$ cat config.mk
export PLATFORM = sky130hd
export DESIGN_NAME = tsat_ram
export DESIGN_NICKNAME = d
export VERILOG_FILES = /design/src/hw/rtl/tsat_ram.sv
export SDC_FILE = /design/constraint.sdc
export NUM_CORES = 1
export LEC_CHECK = 0
export ABC_AREA = 1
export BUFFER_PORTS_ARGS = -buffer_cell sky130_fd_sc_hd__buf_2
export CAP_MARGIN = 20
export CORE_ASPECT_RATIO = 1.2
export CORE_UTILIZATION = 50
export DETAILED_ROUTE_END_ITERATION = 16
export PLACE_DENSITY = 0.67
export SLEW_MARGIN = 20
export SYNTH_ARGS = -nofsm -noshare
export SYNTH_HDL_FRONTEND = slang
export SYNTH_SLANG_ARGS = --single-unit
export TNS_END_PERCENT = 50
$ cat constraint.sdc
create_clock -name clk -period 3.6 [get_ports clk]
set_input_delay 1.08 -clock clk [delete_from_list [all_inputs] [get_ports clk]]
set_output_delay 1.08 -clock clk [all_outputs]
set_load 0.05 [all_outputs]
$ cat src/hw/rtl/tsat_ram.sv
module tsat_ram #(
    parameter int WIDTH = 8,
    parameter int DEPTH = 16
) (
    input  logic                     clk,
    input  logic                     we,
    input  logic [$clog2(DEPTH)-1:0] addr,
    input  logic [WIDTH-1:0]         wdata,
    output logic [WIDTH-1:0]         rdata
);

    logic [WIDTH-1:0] mem [DEPTH];

    always_ff @(posedge clk)
    begin
        if (we)
        begin
            mem[addr] <= wdata;
        end
        rdata <= mem[addr];
    end

endmodule

==> results of run 1 <==
## Yosys cell counts
cell type and instances:
clkinv_1 1, buf_2 12, nand3_1 4, nand2_1 346, dfxtp_1 8, edfxtp_1 128, inv_1 21, nor2_1 18
inv_2 1, clkbuf_1 3, buf_4 6
## area by class of cell
cell class	count	share of cell area, %
sequential	136	63.1
multi-input combinational	368	21.8
clock buffer	24	7.27
tap	129	2.54
timing repair buffer	27	2.36
clock inverter	8	1.56
inverter	23	1.36
## flip-flops by register name (all words and copies together) (netlist names)
signal,count
rdata,8
mem,128
## through the flow
step	total power (W)	utilization [%]	worst slack [ns]
2_1_floorplan	0.00197	-	1.14
3_3_place_gp	0.00205	54.0	0.800
3_5_place_dp	0.00205	54.0	0.750
4_1_cts	0.00368	59.2	1.18
5_1_grt	0.00376	59.2	1.04
6_report	0.00366	59.2	1.19
## worst min-delay path, delay by kind of cell, from the launching register on
family,cells,cell delay [ns]
buf+inv,1,0.03
flops,1,0.32
simple gates,7,0.33
## worst paths after layout
check / depth (start not counted) / end / slack, ns
setup / recovery: 4 / mem[3][7] / 1.19
hold reg to reg: 8 / rdata[2] / 0.70
hold / removal: 8 / rdata[2] / 0.70
setup reg to reg: 8 / rdata[3] / 2.58
## power by group
part	switching (W)	total (W)	internal, W
logic	0.000185	0.000241	0.0000557
registers	0.00000849	0.00178	0.00177
clock network	0.000608	0.00164	0.00103
total	0.000801	0.00366	0.00286
## routing by layer
layer	part of all wire, %	up-vias	track usage, %	wire length, um
li1	-	1799	-	-
met4	2.7	0	9.98	305
met2	50	118	35.2	5690
met1	42	1699	27.3	4860
met3	5.3	25	4.87	608
met5	0	-	0	0
## logic make-up (layout without fill, tap and decap cells)
logic type,after synthesis,count (layout),share of synthesized area [%]
DFF,136,136,71.6
and+or+nand+nor,368,368,24.8
buffers and inverters,44,82,3.62
==> key figures, run 1 <==
Run status
  • Status: finished clean

Place
  • Inst Count DP: 683
  • # port buffers: 21
  • RePlAce Congestion: 0.933
  • Placed cell areas: 5790 um^2
  • Final HPWL DP: 7240 um

Finish
  • NumNets Final: 587
  • Layout area overhead: 13.5%
  • Commonest non-fill, non-tap cell in the layout: nand2_1
  • Post-route insts no fill: 715
  • Layout cells sized above 1: 9.22%
  • Reg area: 4000 um^2
  • # diodes: 0
  • Design Area, Final: 6350 um^2
  • FILL cells: 864
  • Commonest cells after routing, fill and taps aside: nand2_1, edfxtp_1, inv_1, buf_2, nor2_1
  • Multi-input gate area: 1390 um^2

Critical path
  • Worst EP arrival: 2.45 ns
  • Crit Path Class: in -> reg
  • CP Buf/Inv Count: 2
  • Worst Setup SP: addr[0]
  • Max stage delay on crit path: 0.65 ns
  • Worst path cell trace: buf_2, buf_4, nand3_1, nor2_1
  • Crit end category: flip-flop
  • CP Max Fanout: 34
  • Setup crit start kind: input pin
  • CP required: 3.64 ns
  • CP max-delay cell: nor2_1
  • CP delay by family, top: simple AND/OR/NAND/NOR gates
  • Reg2reg start: mem[6][3]

Synth
  • Syn Nets: 562
  • Netlist cell types: 11
  • Synthesized instance count: 548
  • FF+latch count, synth: 136
  • Seq/Total Area, Yosys: 71.6%
  • Mapped cell area: 5590 um^2
  • Syn Area/Cell: 10.2 um^2
  • Synth warn: 0
  • Share of the synthesized area in the top cell type: 68.7%
  • Synth area leaders: edfxtp_1, nand2_1, dfxtp_1
  • Area leader, netlist: edfxtp_1

Clock network
  • TritonCTS Sinks: 136
  • Setup repair bufs after CTS: 0
  • Post_cts resized: 0
  • Clock transition at path regs: 0.06 ns
  • Skew-Pair Late Insertion Delay: 0.41 ns
  • TritonCTS buffer count: 17
  • Worst-case clock buffer depth: 2
  • CTS tree: yes
  • CTS Hold Buffers Added: 0
  • Htree depth: 4
  • Root Driver: clkbuf_16

STA
  • Setup tns final: 0 ns
  • WHS: 0.703 ns
  • Slew margin rel.: 50.3%
  • Final number of setup-violating endpoints: 0
  • Max Clock Skew: 0.00543 ns
  • Max Slew Vio Count: 0
  • Fmax: 415 MHz
  • RSZ-0062 raised after global routing: false
  • Fin. Hold Viols: 0
  • Worst-margin pin slew: 0.743 ns
  • Final period utilization: 66.9%
  • Period minus WS final: 2.41 ns

Floorplanning
  • Die Y: 118 um
  • Initial core utilization: 52.2%
  • Die area: 11,600 um^2
  • I/O Pins: 22
  • Placement Rows: 41
  • Core ar.: 10,700 um^2
  • Die width: 98.5 um

Routing
  • Final wirelength: 11,500 um
  • Routed Antenna Nets: 0
  • Initial DRC Count: 219
  • TritonRoute pass-1 iters: 7
  • DRC violations left: 0
  • Vias: 3,641
  • Detail-routed net length per standard cell: 16.0 um
  • Via-to-Cell Ratio: 5.09

Power and ir drop
  • Static Leak: 2.72 nW
  • Power per cell area: 577 nW/um^2
  • Worst VDD drop: 0.000432 V

GRT
  • Overflow after GRT: 0
  • Vias in the first global route: 3,635
  • Gr usage total: 21.5%
  • First-pass GRT wire length: 18,200 um
  • Initial antenna violation count: 0
  • Largest net degree at the start of global routing: 41

Min path
  • Worst hold path class: reg -> reg
  • Hold path startpoint: mem[12][2]

Job
  • Max Cap Viol: 0
Power figures use the tool's default switching activity.
==> run 2, diff against run 1 <==
- PLACE_DENSITY: 0.67 -> 0.69
- clock period: 3.6 -> 2.15 ns (I/O delays scaled with it)
==> run 2 against run 1 <==
Net effect: cell area up 3.4%; sequential power is 67% higher; combinational power grew 72%.
==> key figures, run 2 (synthesized netlist as in run 1, its figures left out) <==
Clock network
  • CTS tree: yes
  • Htree depth: 4
  • Post_cts resized: 0
  • Skew-Pair Late Insertion Delay: 0.41 ns
  • Worst-case clock buffer depth: 2
  • CTS Hold Buffers Added: 0
  • Setup repair bufs after CTS: 0
  • Root Driver: clkbuf_16
  • Clock transition at path regs: 0.05 ns
  • TritonCTS Sinks: 136
  • TritonCTS buffer count: 17

STA
  • Max Clock Skew: 0.00692 ns
  • Setup tns final: 0 ns
  • Worst-margin pin slew: 0.366 ns
  • Final number of setup-violating endpoints: 0
  • Fin. Hold Viols: 0
  • Slew margin rel.: 75.6%
  • WHS: 0.662 ns
  • Max Slew Vio Count: 0
  • Period minus WS final: 1.64 ns
  • Fmax: 609 MHz
  • Final WS setup: 0.507 ns
  • RSZ-0062 raised after global routing: false
  • Final period utilization: 76.4%

GRT
  • Gr usage total: 21.5%
  • Largest net degree at the start of global routing: 52
  • Initial antenna violation count: 0
  • Overflow after GRT: 0
  • First-pass GRT wire length: 18,100 um
  • Vias in the first global route: 3,567

Min path
  • Hold path startpoint: wdata[1]
  • Worst hold path class: in -> reg
  • Hold EP: mem[3][1]
  • WHS Path Cells: 1

Power and ir drop
  • Power per cell area: 975 nW/um^2
  • Worst VDD drop: 0.000731 V
  • Power Total: 0.00640 W
  • Static Leak: 2.86 nW

Job
  • Max Cap Viol: 0

Critical path
  • Reg2reg start: mem[7][5]
  • CP required: 1.50 ns
  • R2R Setup Slk: 1.15 ns
  • RR Endpoint: rdata[5]
  • CP Max Fanout: 1
  • Worst EP arrival: 1.00 ns
  • CP delay by family, top: flip-flops
  • CP Buf/Inv Count: 1
  • Worst r2r path cells: 8
  • Worst path cell trace: buf_2
  • Crit end category: primary output
  • Setup crit start kind: flip-flop
  • Max stage delay on crit path: 0.33 ns
  • CP max-delay cell: dfxtp_1
  • Crit Path Class: reg -> out

Floorplanning
  • Die area: 11,600 um^2
  • Die Y: 118 um
  • Die width: 98.5 um
  • Initial core utilization: 52.2%
  • I/O Pins: 22
  • Placement Rows: 41
  • Core ar.: 10,700 um^2

Finish
  • Commonest cells after routing, fill and taps aside: nand2_1, edfxtp_1, buf_4
  • Reg area: 4000 um^2
  • # diodes: 0
  • Commonest non-fill, non-tap cell in the layout: nand2_1
  • Layout area overhead: 17.4%
  • Largest regs: mem x128, rdata x8
  • Multi-input gate area: 1390 um^2
  • Largest register by flop count: mem
  • Largest register FFs: 128
  • Layout cells sized above 1: 11.6%
  • FILL cells: 845
  • NumNets Final: 605

Routing
  • TritonRoute pass-1 iters: 6
  • Routed Antenna Nets: 0
  • Via-to-Cell Ratio: 5.00
  • Final wirelength: 11,400 um
  • Detail-routed net length per standard cell: 15.6 um
  • Vias: 3,662
  • DRC violations left: 0
  • Initial DRC Count: 263

Place
  • RePlAce Congestion: 0.830
  • Dpl ws: 0.264 ns
  • Final HPWL DP: 7170 um
  • # port buffers: 21

Run status
  • Status: finished clean
[run 2: area by class of cell]
cell class / instances / share of cell area, %
repair buffers: 45 / 4.73
flip-flops and latches: 136 / 61.0
clock buffers: 19 / 6.60
clock inverters: 13 / 2.78
multi-input cells: 368 / 21.1
well taps: 129 / 2.46
inverters: 23 / 1.32
[run 2: worst max-delay path by stage]
stage,from,to,slack [ns],cells after the start
after global placement,addr[0],mem[11][0],0.28,5
after CTS,rdata[3],rdata[3],0.48,1
after global routing,rdata[7],rdata[7],0.47,1
after floorplan,addr[1],mem[3][0],0.13,4
final,rdata[7],rdata[7],0.51,1
after detailed placement,addr[0],rdata[6],0.26,11
[run 2: metal layers]
metal | vias up | part of all wire (%) | track usage, %
met1 | 1695 | 40 | 26.7
met5 | - | 0 | 0
met3 | 21 | 7.3 | 6.18
met2 | 110 | 50 | 34.9
met4 | 0 | 3.0 | 9.70
li1 | 1836 | - | -
[run 2: power breakdown]
| part | internal, W | switching, W | total, W |
|---|---|---|---|
| clock network | 0.00203 | 0.000981 | 0.00301 |
| registers | 0.00297 | 0.0000154 | 0.00298 |
| logic | 0.000107 | 0.000307 | 0.000414 |
[run 2: through the flow]
stage	utilization [%]	area, um^2	std cells
2_1_floorplan	-	5590	548
4_1_cts	61.2	6560	733
6_report	61.2	6560	733
5_1_grt	61.2	6560	733
3_5_place_dp	55.5	5950	701
3_3_place_gp	55.5	5950	701
